--- src/rtl/fpa_pkg.sv ---
// ----------------------------------------------------------------------------
// fpa_pkg
// Shared types and constants for the fixed-point atan2 pipeline.
// ----------------------------------------------------------------------------
package fpa_pkg;

  // Default width of the signed coordinate inputs.
  localparam int COORD_WIDTH_DEF = 22;

  // The ratio r has magnitude 0..256, so the quotient needs nine bits.
  localparam int QUO_WIDTH   = 9;
  localparam int DIV_STEPS   = 9;
  localparam int STAGE_STEPS = 3;
  localparam int DIV_STAGES  = DIV_STEPS / STAGE_STEPS;

  // Raw angle a lies in 0..804.
  localparam int A_WIDTH     = 10;
  localparam int A_MAX       = 804;
  localparam int ANGLE_WIDTH = 8;

  localparam int K1 = 201;
  localparam int K2 = 603;

  // Final scale is the exact ratio SCALE_NUM / SCALE_DEN, truncated.
  localparam longint SCALE_NUM = 64'd10000000;
  localparam longint SCALE_DEN = 64'd62831854;
  localparam int     PROD_WIDTH = 34;

  // Reciprocal estimate: floor(2^16 * SCALE_NUM / SCALE_DEN). It never
  // overshoots and falls short by at most one.
  localparam int RECIP_SHIFT = 16;
  localparam int RECIP       = 10430;
  localparam int EST_WIDTH   = 24;
  localparam int Q_WIDTH     = 7;

  typedef struct packed {
    logic zero;    // both coordinates are zero
    logic neg_y;   // delta_y is negative
    logic neg_r;   // the ratio r is negative
    logic dx_neg;  // delta_x is negative, use the far half-plane offset
  } ctrl_t;

endpackage

--- src/rtl/fpa_prep.sv ---
// ----------------------------------------------------------------------------
// fpa_prep
// Input stage: folds the coordinates into a divisor and a dividend magnitude.
// ----------------------------------------------------------------------------
module fpa_prep #(
  parameter int COORD_WIDTH = fpa_pkg::COORD_WIDTH_DEF
) (
  input  logic                          clk_i,
  input  logic                          rst_ni,
  input  logic                          valid_i,
  output logic                          stall_o,
  input  logic signed [COORD_WIDTH-1:0] delta_y_i,
  input  logic signed [COORD_WIDTH-1:0] delta_x_i,
  output logic                          valid_o,
  input  logic                          stall_i,
  output logic [COORD_WIDTH+1:0]        rem_o,
  output logic [COORD_WIDTH:0]          den_o,
  output fpa_pkg::ctrl_t                ctrl_o
);

  localparam int EW = COORD_WIDTH + 2;

  logic signed [EW-1:0] dy_x, dx_x, ay, num, den, num_mag;
  logic [EW-1:0]        rem_d, rem_q;
  logic [COORD_WIDTH:0] den_d, den_q;
  fpa_pkg::ctrl_t       ctrl_d, ctrl_q;
  logic                 v_q;
  logic                 load;

  always_comb begin
    dy_x = EW'(delta_y_i);
    dx_x = EW'(delta_x_i);
    ay   = dy_x[EW-1] ? -dy_x : dy_x;
    if (!dx_x[EW-1]) begin
      num = dx_x - ay;
      den = dx_x + ay;
    end else begin
      num = dx_x + ay;
      den = ay - dx_x;
    end
    num_mag = num[EW-1] ? -num : num;
    rem_d   = num_mag;
    den_d   = den[COORD_WIDTH:0];
    ctrl_d.zero   = (delta_y_i == '0) && (delta_x_i == '0);
    ctrl_d.neg_y  = dy_x[EW-1];
    ctrl_d.neg_r  = num[EW-1];
    ctrl_d.dx_neg = dx_x[EW-1];
  end

  assign stall_o = v_q & stall_i;
  assign load    = valid_i & ~stall_o;

  always_ff @(posedge clk_i or negedge rst_ni) begin
    if (!rst_ni) begin
      v_q <= 1'b0;
    end else if (!stall_o) begin
      v_q <= valid_i;
    end
  end

  always_ff @(posedge clk_i) begin
    if (load) begin
      rem_q  <= rem_d;
      den_q  <= den_d;
      ctrl_q <= ctrl_d;
    end
  end

  assign valid_o = v_q;
  assign rem_o   = rem_q;
  assign den_o   = den_q;
  assign ctrl_o  = ctrl_q;

endmodule

--- src/rtl/fpa_div_stage.sv ---
// ----------------------------------------------------------------------------
// fpa_div_stage
// One pipeline stage of the restoring divider, several quotient bits deep.
// ----------------------------------------------------------------------------
module fpa_div_stage #(
  parameter int COORD_WIDTH = fpa_pkg::COORD_WIDTH_DEF,
  parameter int STEPS       = fpa_pkg::STAGE_STEPS
) (
  input  logic                          clk_i,
  input  logic                          rst_ni,
  input  logic                          valid_i,
  output logic                          stall_o,
  input  logic [COORD_WIDTH+1:0]        rem_i,
  input  logic [COORD_WIDTH:0]          den_i,
  input  logic [fpa_pkg::QUO_WIDTH-1:0] quo_i,
  input  fpa_pkg::ctrl_t                ctrl_i,
  output logic                          valid_o,
  input  logic                          stall_i,
  output logic [COORD_WIDTH+1:0]        rem_o,
  output logic [COORD_WIDTH:0]          den_o,
  output logic [fpa_pkg::QUO_WIDTH-1:0] quo_o,
  output fpa_pkg::ctrl_t                ctrl_o
);

  localparam int RW = COORD_WIDTH + 2;
  localparam int QW = fpa_pkg::QUO_WIDTH;

  logic [RW-1:0]          rem_d, rem_q;
  logic [COORD_WIDTH:0]   den_q;
  logic [QW-1:0]          quo_d, quo_q;
  fpa_pkg::ctrl_t         ctrl_q;
  logic                   v_q;
  logic                   load;

  // Each step compares, subtracts when it fits and doubles the remainder.
  // The remainder stays below twice the divisor, so the doubling never
  // overflows RW bits.
  always_comb begin
    logic bit_q;
    rem_d = rem_i;
    quo_d = quo_i;
    for (int s = 0; s < STEPS; s++) begin
      bit_q = (rem_d >= RW'(den_i));
      if (bit_q) begin
        rem_d = rem_d - RW'(den_i);
      end
      rem_d = {rem_d[RW-2:0], 1'b0};
      quo_d = {quo_d[QW-2:0], bit_q};
    end
  end

  assign stall_o = v_q & stall_i;
  assign load    = valid_i & ~stall_o;

  always_ff @(posedge clk_i or negedge rst_ni) begin
    if (!rst_ni) begin
      v_q <= 1'b0;
    end else if (!stall_o) begin
      v_q <= valid_i;
    end
  end

  always_ff @(posedge clk_i) begin
    if (load) begin
      rem_q  <= rem_d;
      den_q  <= den_i;
      quo_q  <= quo_d;
      ctrl_q <= ctrl_i;
    end
  end

  assign valid_o = v_q;
  assign rem_o   = rem_q;
  assign den_o   = den_q;
  assign quo_o   = quo_q;
  assign ctrl_o  = ctrl_q;

  // The partial remainder must stay below twice the divisor.
  assert property (@(posedge clk_i) disable iff (!rst_ni)
    (v_q && !ctrl_q.zero) |-> (rem_q < {den_q, 1'b0}))
    else $error("divider remainder out of range");

endmodule

--- src/rtl/fpa_scale.sv ---
// ----------------------------------------------------------------------------
// fpa_scale
// Back end: turns the ratio into the raw angle and scales it to 128 units
// per half turn over three register stages.
// ----------------------------------------------------------------------------
module fpa_scale (
  input  logic                                  clk_i,
  input  logic                                  rst_ni,
  input  logic                                  valid_i,
  output logic                                  stall_o,
  input  logic [fpa_pkg::QUO_WIDTH-1:0]         quo_i,
  input  fpa_pkg::ctrl_t                        ctrl_i,
  output logic                                  valid_o,
  input  logic                                  stall_i,
  output logic signed [fpa_pkg::ANGLE_WIDTH-1:0] angle_o
);

  localparam int QW = fpa_pkg::QUO_WIDTH;
  localparam int AW = fpa_pkg::A_WIDTH;
  localparam int PW = fpa_pkg::PROD_WIDTH;
  localparam int EW = fpa_pkg::EST_WIDTH;
  localparam int OW = fpa_pkg::ANGLE_WIDTH;
  localparam int TW = fpa_pkg::Q_WIDTH;
  localparam int MW = 2 * 8;

  // Stage A: raw angle.
  logic [MW-1:0] m_prod;
  logic [7:0]    m_val;
  logic [AW-1:0] base, a_d, a_q;
  logic          va_q, neg_y_a_q, zero_a_q, stall_a;

  // Stage B: reciprocal estimate and exact numerator.
  logic [EW-1:0] est;
  logic [TW-1:0] q0_d, q0_q;
  logic [PW-1:0] lhs_d, lhs_q;
  logic          vb_q, neg_y_b_q, zero_b_q, stall_b;

  // Stage C: one-step correction and sign.
  logic [OW-1:0]        q1;
  logic [PW-1:0]        thr;
  logic [OW-1:0]        qf;
  logic signed [OW-1:0] angle_d, angle_q;
  logic                 vc_q, stall_c;

  assign stall_c = vc_q & stall_i;
  assign stall_b = vb_q & stall_c;
  assign stall_a = va_q & stall_b;
  assign stall_o = stall_a;

  // (K1 * r) / 256 truncates toward zero, so it is taken on the magnitude.
  always_comb begin
    m_prod = MW'(quo_i) * MW'(fpa_pkg::K1);
    m_val  = m_prod[MW-1:8];
    base   = ctrl_i.dx_neg ? AW'(fpa_pkg::K2) : AW'(fpa_pkg::K1);
    a_d    = ctrl_i.neg_r ? base + AW'(m_val) : base - AW'(m_val);
  end

  always_comb begin
    est   = EW'(a_q) * EW'(fpa_pkg::RECIP);
    q0_d  = est[fpa_pkg::RECIP_SHIFT +: TW];
    lhs_d = PW'(a_q) * PW'(fpa_pkg::SCALE_NUM);
  end

  // The estimate is exact or one short; a single compare settles it.
  always_comb begin
    q1  = OW'(q0_q) + OW'(1);
    thr = PW'(q1) * PW'(fpa_pkg::SCALE_DEN);
    qf  = (lhs_q >= thr) ? q1 : OW'(q0_q);
    if (zero_b_q) begin
      angle_d = '0;
    end else if (neg_y_b_q) begin
      angle_d = -$signed(qf);
    end else begin
      angle_d = $signed(qf);
    end
  end

  always_ff @(posedge clk_i or negedge rst_ni) begin
    if (!rst_ni) begin
      va_q <= 1'b0;
      vb_q <= 1'b0;
      vc_q <= 1'b0;
    end else begin
      if (!stall_a) begin
        va_q <= valid_i;
      end
      if (!stall_b) begin
        vb_q <= va_q;
      end
      if (!stall_c) begin
        vc_q <= vb_q;
      end
    end
  end

  always_ff @(posedge clk_i) begin
    if (valid_i && !stall_a) begin
      a_q       <= a_d;
      neg_y_a_q <= ctrl_i.neg_y;
      zero_a_q  <= ctrl_i.zero;
    end
    if (va_q && !stall_b) begin
      q0_q      <= q0_d;
      lhs_q     <= lhs_d;
      neg_y_b_q <= neg_y_a_q;
      zero_b_q  <= zero_a_q;
    end
    if (vb_q && !stall_c) begin
      angle_q <= angle_d;
    end
  end

  assign valid_o = vc_q;
  assign angle_o = angle_q;

  // The ratio magnitude can never exceed one (256 with 8 fractional bits).
  assert property (@(posedge clk_i) disable iff (!rst_ni)
    (valid_i && !ctrl_i.zero) |-> (quo_i <= QW'(256)))
    else $error("ratio magnitude above one");

  // The raw angle stays within its range for every nonzero input.
  assert property (@(posedge clk_i) disable iff (!rst_ni)
    (va_q && !zero_a_q) |-> (a_q <= AW'(fpa_pkg::A_MAX)))
    else $error("raw angle out of range");

endmodule

--- src/rtl/fixed_point_atan2.sv ---
// ----------------------------------------------------------------------------
// fixed_point_atan2
// Direction angle of a signed coordinate difference, 128 units per half turn.
// ----------------------------------------------------------------------------
// The block takes one (delta_y, delta_x) beat per clock while not stalled and
// returns one angle beat for each, in order. Each beat passes through seven
// register stages before its angle is presented: the nine-bit restoring
// divider retires three quotient bits in each of three stages, plus one
// input stage and three stages that form and scale the raw angle. Stalls
// travel back stage by stage, so empty stages still fill while the output
// waits.
// ----------------------------------------------------------------------------
module fixed_point_atan2 #(
  parameter int COORD_WIDTH = fpa_pkg::COORD_WIDTH_DEF
) (
  input  logic                                   clk_i,
  input  logic                                   rst_ni,
  input  logic                                   in_valid_i,
  output logic                                   in_stall_o,
  input  logic signed [COORD_WIDTH-1:0]          delta_y_i,
  input  logic signed [COORD_WIDTH-1:0]          delta_x_i,
  output logic                                   out_valid_o,
  input  logic                                   out_stall_i,
  output logic signed [fpa_pkg::ANGLE_WIDTH-1:0] angle_o
);

  localparam int NS = fpa_pkg::DIV_STAGES;
  localparam int QW = fpa_pkg::QUO_WIDTH;

  logic                   div_v     [NS+1];
  logic                   div_stall [NS+1];
  logic [COORD_WIDTH+1:0] div_rem   [NS+1];
  logic [COORD_WIDTH:0]   div_den   [NS+1];
  logic [QW-1:0]          div_quo   [NS+1];
  fpa_pkg::ctrl_t         div_ctrl  [NS+1];

  fpa_prep #(
    .COORD_WIDTH(COORD_WIDTH)
  ) u_prep (
    .clk_i    (clk_i),
    .rst_ni   (rst_ni),
    .valid_i  (in_valid_i),
    .stall_o  (in_stall_o),
    .delta_y_i(delta_y_i),
    .delta_x_i(delta_x_i),
    .valid_o  (div_v[0]),
    .stall_i  (div_stall[0]),
    .rem_o    (div_rem[0]),
    .den_o    (div_den[0]),
    .ctrl_o   (div_ctrl[0])
  );

  assign div_quo[0] = '0;

  for (genvar k = 0; k < NS; k++) begin : g_div
    fpa_div_stage #(
      .COORD_WIDTH(COORD_WIDTH),
      .STEPS      (fpa_pkg::STAGE_STEPS)
    ) u_div (
      .clk_i  (clk_i),
      .rst_ni (rst_ni),
      .valid_i(div_v[k]),
      .stall_o(div_stall[k]),
      .rem_i  (div_rem[k]),
      .den_i  (div_den[k]),
      .quo_i  (div_quo[k]),
      .ctrl_i (div_ctrl[k]),
      .valid_o(div_v[k+1]),
      .stall_i(div_stall[k+1]),
      .rem_o  (div_rem[k+1]),
      .den_o  (div_den[k+1]),
      .quo_o  (div_quo[k+1]),
      .ctrl_o (div_ctrl[k+1])
    );
  end

  fpa_scale u_scale (
    .clk_i  (clk_i),
    .rst_ni (rst_ni),
    .valid_i(div_v[NS]),
    .stall_o(div_stall[NS]),
    .quo_i  (div_quo[NS]),
    .ctrl_i (div_ctrl[NS]),
    .valid_o(out_valid_o),
    .stall_i(out_stall_i),
    .angle_o(angle_o)
  );

  // The most negative code is never produced: angles stay within -127..127.
  assert property (@(posedge clk_i) disable iff (!rst_ni)
    out_valid_o |-> !(angle_o[fpa_pkg::ANGLE_WIDTH-1] &&
                      (angle_o[fpa_pkg::ANGLE_WIDTH-2:0] == '0)))
    else $error("angle outside -127..127");

endmodule
--- config.mk ---
export PLATFORM = sky130hd
export DESIGN_NAME = fixed_point_atan2
export DESIGN_NICKNAME = d
export VERILOG_FILES = /design/src/rtl/fpa_pkg.sv /design/src/rtl/fpa_prep.sv /design/src/rtl/fpa_div_stage.sv /design/src/rtl/fpa_scale.sv /design/src/rtl/fixed_point_atan2.sv
export SDC_FILE = /design/constraint.sdc
export NUM_CORES = 2
export LEC_CHECK = 0
export ABC_AREA = 1
export BUFFER_PORTS_ARGS = -buffer_cell sky130_fd_sc_hd__buf_2
export CAP_MARGIN = 5
export CORE_MARGIN = 2
export CORE_UTILIZATION = 40
export CTS_CLUSTER_DIAMETER = 30
export DETAILED_ROUTE_END_ITERATION = 10
export GPL_TIMING_DRIVEN = 0
export PLACE_DENSITY = 0.56
export SLEW_MARGIN = 20
export SYNTH_ARGS = -nofsm -noshare
export SYNTH_HDL_FRONTEND = slang
export SYNTH_SLANG_ARGS = --single-unit
--- constraint.sdc ---
create_clock -name clk_i -period 7.05 [get_ports clk_i]
set_input_delay 1.0575 -clock clk_i [delete_from_list [all_inputs] [get_ports clk_i]]
set_output_delay 1.0575 -clock clk_i [all_outputs]
set_load 0.005 [all_outputs]
Word level (Yosys, flattened, before mapping):

Cells that the tools add are included.

* register bits: 236
* latch bits: 0
* RAM bits: 0
* bits in read-only memories: 0
* bits of input ports: 48
* output and inout bits: 10
* logic and storage cells: 114
* memories: 0

* add/sub/neg operators: 17
* $mul: 4
* div/mod/pow operators: 0
* order comparisons: 10
* equal/unequal tests: 0
* shift-type cells: 0
* multiplexer cells: 16
* bitwise operators: 15
* reduce and logical (&&, ||, !) cells: 9

Operator list (number)
* 2-to-1 mux 23 bit: 10
* >= comparator 24 x 23 -> 1 bit: 9
* subtractor 23 bit: 8
* 2-to-1 mux 24 bit: 2
* logical NOT 22 bit: 2
* >= comparator 34 bit: 1
* multiplier 8 x 25 -> 33 bit (second input constant): 1
* multiplier 10 x 17 -> 27 bit (second input constant): 1
* adder 22 x 24 -> 24 bit: 1
* negation 22 -> 24 bit: 1
* negation 24 bit: 1
* subtractor 22 x 24 -> 24 bit: 1
* subtractor 23 x 22 -> 23 bit: 1
* multiplier 10 x 13 -> 22 bit (second input constant): 1
* 2-to-1 mux 10 bit: 2
* multiplier 9 x 8 -> 16 bit (second input constant): 1
* 2-to-1 mux 8 bit: 2
* AND 1 bit: 11
* adder 10 x 8 -> 10 bit: 1
* subtractor 10 x 8 -> 10 bit: 1
* adder 7 x 1 -> 8 bit (second input constant): 1
* negation 8 bit: 1
* logical AND 1 bit: 4
* NOT 1 bit: 4
* logical NOT 1 bit: 3

Depth between registers and ports, before layout:

* word-level depth: 9
* depth in mapped cells: 48

Cells and area by module:

Synthesis repeated with hierarchy kept, for this count alone.

* cell total of the unflattened synthesis: 5750
* area, all modules: 41085.7 um2

By module, submodules not included
* fpa_div_stage at g_div[0].u_div ...: times used 2, cells each 986, area an instance 6725.2 um2
* fpa_scale: times used 1, cells each 1492, area an instance 12927.4 um2
* fpa_prep: times used 1, cells each 1241, area an instance 7753.7 um2
* fpa_div_stage at g_div[1].u_div: times used 1, cells each 1044, area an instance 6950.4 um2
* fixed_point_atan2: times used 1, cells each 1, area an instance 3.8 um2

Worst setup path after synthesis:

No wires, ideal clock.

* kind: reg-to-reg
* start: register u_scale.q0_q[1]
* end: register u_scale.angle_q[6], in the netlist u_scale.angle_o[6], data pin
* arrival time: 7.244 ns
* required time: 6.795 ns
* setup slack: -0.449 ns
* cell stages (with the launch flop): 38
* path buffers: 0
* cell sequence: edfxtp_1 > ha_1 > nand3_1 > nor2_1 > nand2_1 > xor2_1 > inv_1 > fa_1 > inv_1 > fa_1 > inv_1 > fa_1 > fa_1 > inv_1 > ha_1 > a21oi_1 > inv_1 > a31oi_1 > [... 2 more ...] > nand3_1 > a31oi_1 > xor2_1 > ha_1 > a21oi_1 > o21ai_0 > a21oi_1 > nand2_1 > nor2_1 > nand3_2 > xor2_1 > inv_1 > ha_1 > inv_1 > nor2_1 > nand3_1 > a21oi_1 > nor2_1

* cells in the longest elaborated chain, start to end: 6

RTL lines
* start: declaration: RTL line fpa_scale.sv:34 `logic [TW-1:0] q0_d, q0_q;`
* start signal: assignment: RTL line fpa_scale.sv:103 `q0_q <= q0_d;`
* adder 7 x 1 -> 8 bit: RTL line fpa_scale.sv:66 `q1 = OW'(q0_q) + OW'(1);`
* multiplier 8 x 25 -> 33 bit: RTL line fpa_scale.sv:67 `thr = PW'(q1) * PW'(fpa_pkg::SCALE_DEN);`
* >= comparator 34 bit: RTL line fpa_scale.sv:68 `qf = (lhs_q >= thr) ? q1 : OW'(q0_q);`
* 2-to-1 mux 8 bit *: RTL line fpa_scale.sv:68
* negation 8 bit: RTL line fpa_scale.sv:72 `angle_d = -$signed(qf);`
* 2-to-1 mux 8 bit *: RTL line fpa_scale.sv:71 `end else if (neg_y_b_q) begin`
* end signal: assignment: RTL line fpa_scale.sv:109 `angle_q <= angle_d;`
* end: declaration: RTL line fpa_scale.sv:42 `logic signed [OW-1:0] angle_d, angle_q;`

Every way passes the cells marked *; elsewhere a longest branch is shown, timed or not.
A chain may end at the register's enable or synchronous reset.

Worst setup path in the final report:

Same ends and word-level chain as after synthesis.

==> impl_metrics.json <==
{
  "critical-path-max-stage-delay_ns": 0.66,
  "area_delta_synth_final_pct": 15.9,
  "drtPass1Iterations": 6,
  "max_freq_mhz": 134,
  "antenna_left": 0,
  "syn_area_um2": 36000,
  "overflow": 0,
  "rows": 110,
  "slowest_stage": "fa_2",
  "mostFrequentLayoutCell": "nand2_1",
  "tightest_slew_ns": 0.952,
  "crit_path_start": "u_scale.q0_q[1]",
  "worstSetupEndpointType": "register",
  "nets": 5962,
  "worst_setup_path_start_kind": "register",
  "dp_worst_setup_slack_ns": -1.80,
  "failed_checks": "negative setup slack",
  "ctsHoldBuffers": 0,
  "yosys_warnings": 0,
  "wl_mm": 110,
  "start_util_pct": 40.2,
  "grt_max_degree": 54,
  "crit_top_cell": "nand3_4",
  "async_reset_ff_share_pct": 2.98,
  "cts.sinks": 235,
  "antenna_found_initial": 1,
  "worstSetupPathType": "register to register",
  "maxSlewViolCount": 0,
  "viasPerCell": 5.15,
  "core_um2": 89600,
  "ys_ff_latch": 235,
  "drt-initial-drc-count": 2323,
  "drc": 0,
  "worstPathArrival_ns": 7.80,
  "clock_path_buffers": 3,
  "routed-via-count": 33113,
  "path_clk_slew_ns": 0.04,
  "r2r-start": "u_scale.q0_q[1]",
  "final_cell_mix": "nand2_1 (1170), inv_1 (806), ha_1 (539)",
  "fp.dieW_um": 304,
  "synth-edff-count": 228,
  "cts_tree": "done",
  "finalHoldWorstSlack_ns": 0.318,
  "setup_ws_ns": -0.402,
  "grt_pass1_vias": 31705,
  "seq_area_frac_synth_pct": 19.5,
  "grt_first_pass_wirelength_mm": 173,
  "avgSynthCellArea_um2": 7.22,
  "cts_buffers": 53,
  "synth.distinct_cells": 59,
  "cts_max_level": 2,
  "critPathMaxFanout": 5,
  "post-dp-hpwl_mm": 92.1,
  "rsz0062_at_grt": "yes",
  "setup_viol": 8,
  "final.min_clock_period_ns": 7.45,
  "gp_congestion": 0.969,
  "synth-adder-area-share_pct": 27.4,
  "die-area_um2": 92400,
  "fillerInstances": 9062,
  "hold_viol": 0,
  "wl_per_cell_um": 17.1,
  "required_ns": 7.40,
  "synth-simple-area-share_pct": 23.8,
  "synth_compound_area_share_pct": 12.6,
  "groute.usage.overall_pct": 23.4,
  "synth_fp_nets": 5735,
  "synth_top_family_by_area": "adder cells",
  "worstHoldPathType": "input pin to async pin",
  "slew_headroom_pct": 36.6,
  "die_y_um": 304,
  "finalCritPeriodShare_pct": 106,
  "drive_gt1_share_pct": 11.1,
  "antenna_cells": 0,
  "io_buffers": 57,
  "max_cap_violations": 0,
  "io_pins": 58,
  "status": "complete, but fails checks",
  "synth_xor_area_share_pct": 6.93,
  "synth_mux_area_share_pct": 0,
  "synth_ff_type": "edfxtp_1",
  "clock_latency_ns": 0.60,
  "syn_inst": 4983,
  "skew_ns": 0.0373,
  "cts_root_buf": "clkbuf_16"
}
==> final timing paths <==
kind,cells past startpoint,to,slack (ns)
worst max-delay path,40,u_scale.angle_o[6],-0.40
worst min-delay path,1,u_scale.valid_o,0.32
worst max register to register,40,u_scale.angle_o[6],-0.40
worst min register to register,0,g_div[0].u_div.ctrl_o[2],0.42
max in group asynchronous,1,g_div[2].u_div.valid_o,6.52
min in group clk_i,0,g_div[0].u_div.ctrl_o[2],0.42
==> cells in the mapped netlist, types with 20 or more instances <==
| cell | number | area (µm²) |
|---|---|---|
| edfxtp_1 | 228 | 6850 |
| o21ai_1 | 33 | 165 |
| nand4_1 | 100 | 626 |
| a31oi_1 | 22 | 138 |
| o21ai_0 | 246 | 1230 |
| nor4_1 | 20 | 125 |
| o21bai_1 | 23 | 173 |
| nor3_1 | 40 | 200 |
| xnor2_1 | 117 | 1020 |
| ha_1 | 565 | 7070 |
| a21o_1 | 39 | 293 |
| fa_1 | 139 | 2780 |
| nand2_1 | 1197 | 4490 |
| nand3_1 | 279 | 1400 |
| a21oi_1 | 365 | 1830 |
| xor2_1 | 168 | 1470 |
| buf_2 | 35 | 175 |
| inv_1 | 833 | 3130 |
| nor2_1 | 337 | 1260 |
==> what timing repair did <==
item | CTS | global route
resized for setup | 131 | 172
setup buffers | 71 | 44
pin swaps | 78 | 73
cloned | 0 | 0
endpoints found under the setup margin | 55 | 57
==> cell type report <==
class,count,area (µm²),area share [%]
multi-input combinational,3835,26500,63.5
sequential,235,7020,16.8
timing repair buffer,172,1240,2.98
inverter,843,3210,7.68
clock inverter,46,473,1.13
buffer,70,477,1.14
tap,1176,1470,3.53
clock buffer,54,1330,3.19
==> critical path: cells and delay by family, from the launching register on <==
family	cells	cell delay [ns]
buffers and inverters	9	0.84
AOI/OAI and AO/OA	5	0.64
and+or+nand+nor	15	1.59
DFF	1	0.45
adders and majority gates	8	3.10
xor gates and xnor gates	3	0.57
==> flip-flops by register name, summed over array words and instances, names as in the netlist, 3 cells and up <==
signal / flops
g_div.u_div.den_o: 46
u_prep.rem_o: 23
u_scale.angle_o: 8
g_div.u_div.valid_o: 3
g_div.u_div.rem_o: 46
u_scale.lhs_q: 27
u_prep.ctrl_o: 4
g_div.u_div.ctrl_o: 12
u_scale.a_q: 10
g_div.u_div.quo_o: 18
u_scale.q0_q: 7
u_prep.den_o: 23
==> cell families after synthesis <==
kind of cell | Yosys count
buf+inv | 913
other cells | 2
simple gates | 2030
xor+xnor | 285
flops | 235
compound gates | 814
fa+ha+maj | 704
==> layer usage <==
layer	track usage, %	vias to the layer above	part of all wire, %
met2	37.7	751	44
li1	-	16900	-
met4	6.66	0	2.6
met3	2.51	140	4.9
met5	0	-	0
met1	33.1	15322	48
==> stage by stage <==
| stage | utilization [%] | TNS (ns) | cell area, µm² | std cells |
|---|---|---|---|---|
| finish | 46.6 | -2.43 | 41700 | 6431 |
| global route | 46.6 | -5.35 | 41700 | 6431 |
| CTS | 45.5 | -1.31 | 40800 | 6389 |
| detailed placement | 42.3 | -29.23 | 37900 | 6218 |
| global placement | 42.2 | -28.34 | 37800 | 6216 |
| floorplan | - | 0 | 36100 | 4983 |
Power is not shown: default switching activity piles up to over one toggle a cycle in this logic, so the estimate is an artifact.
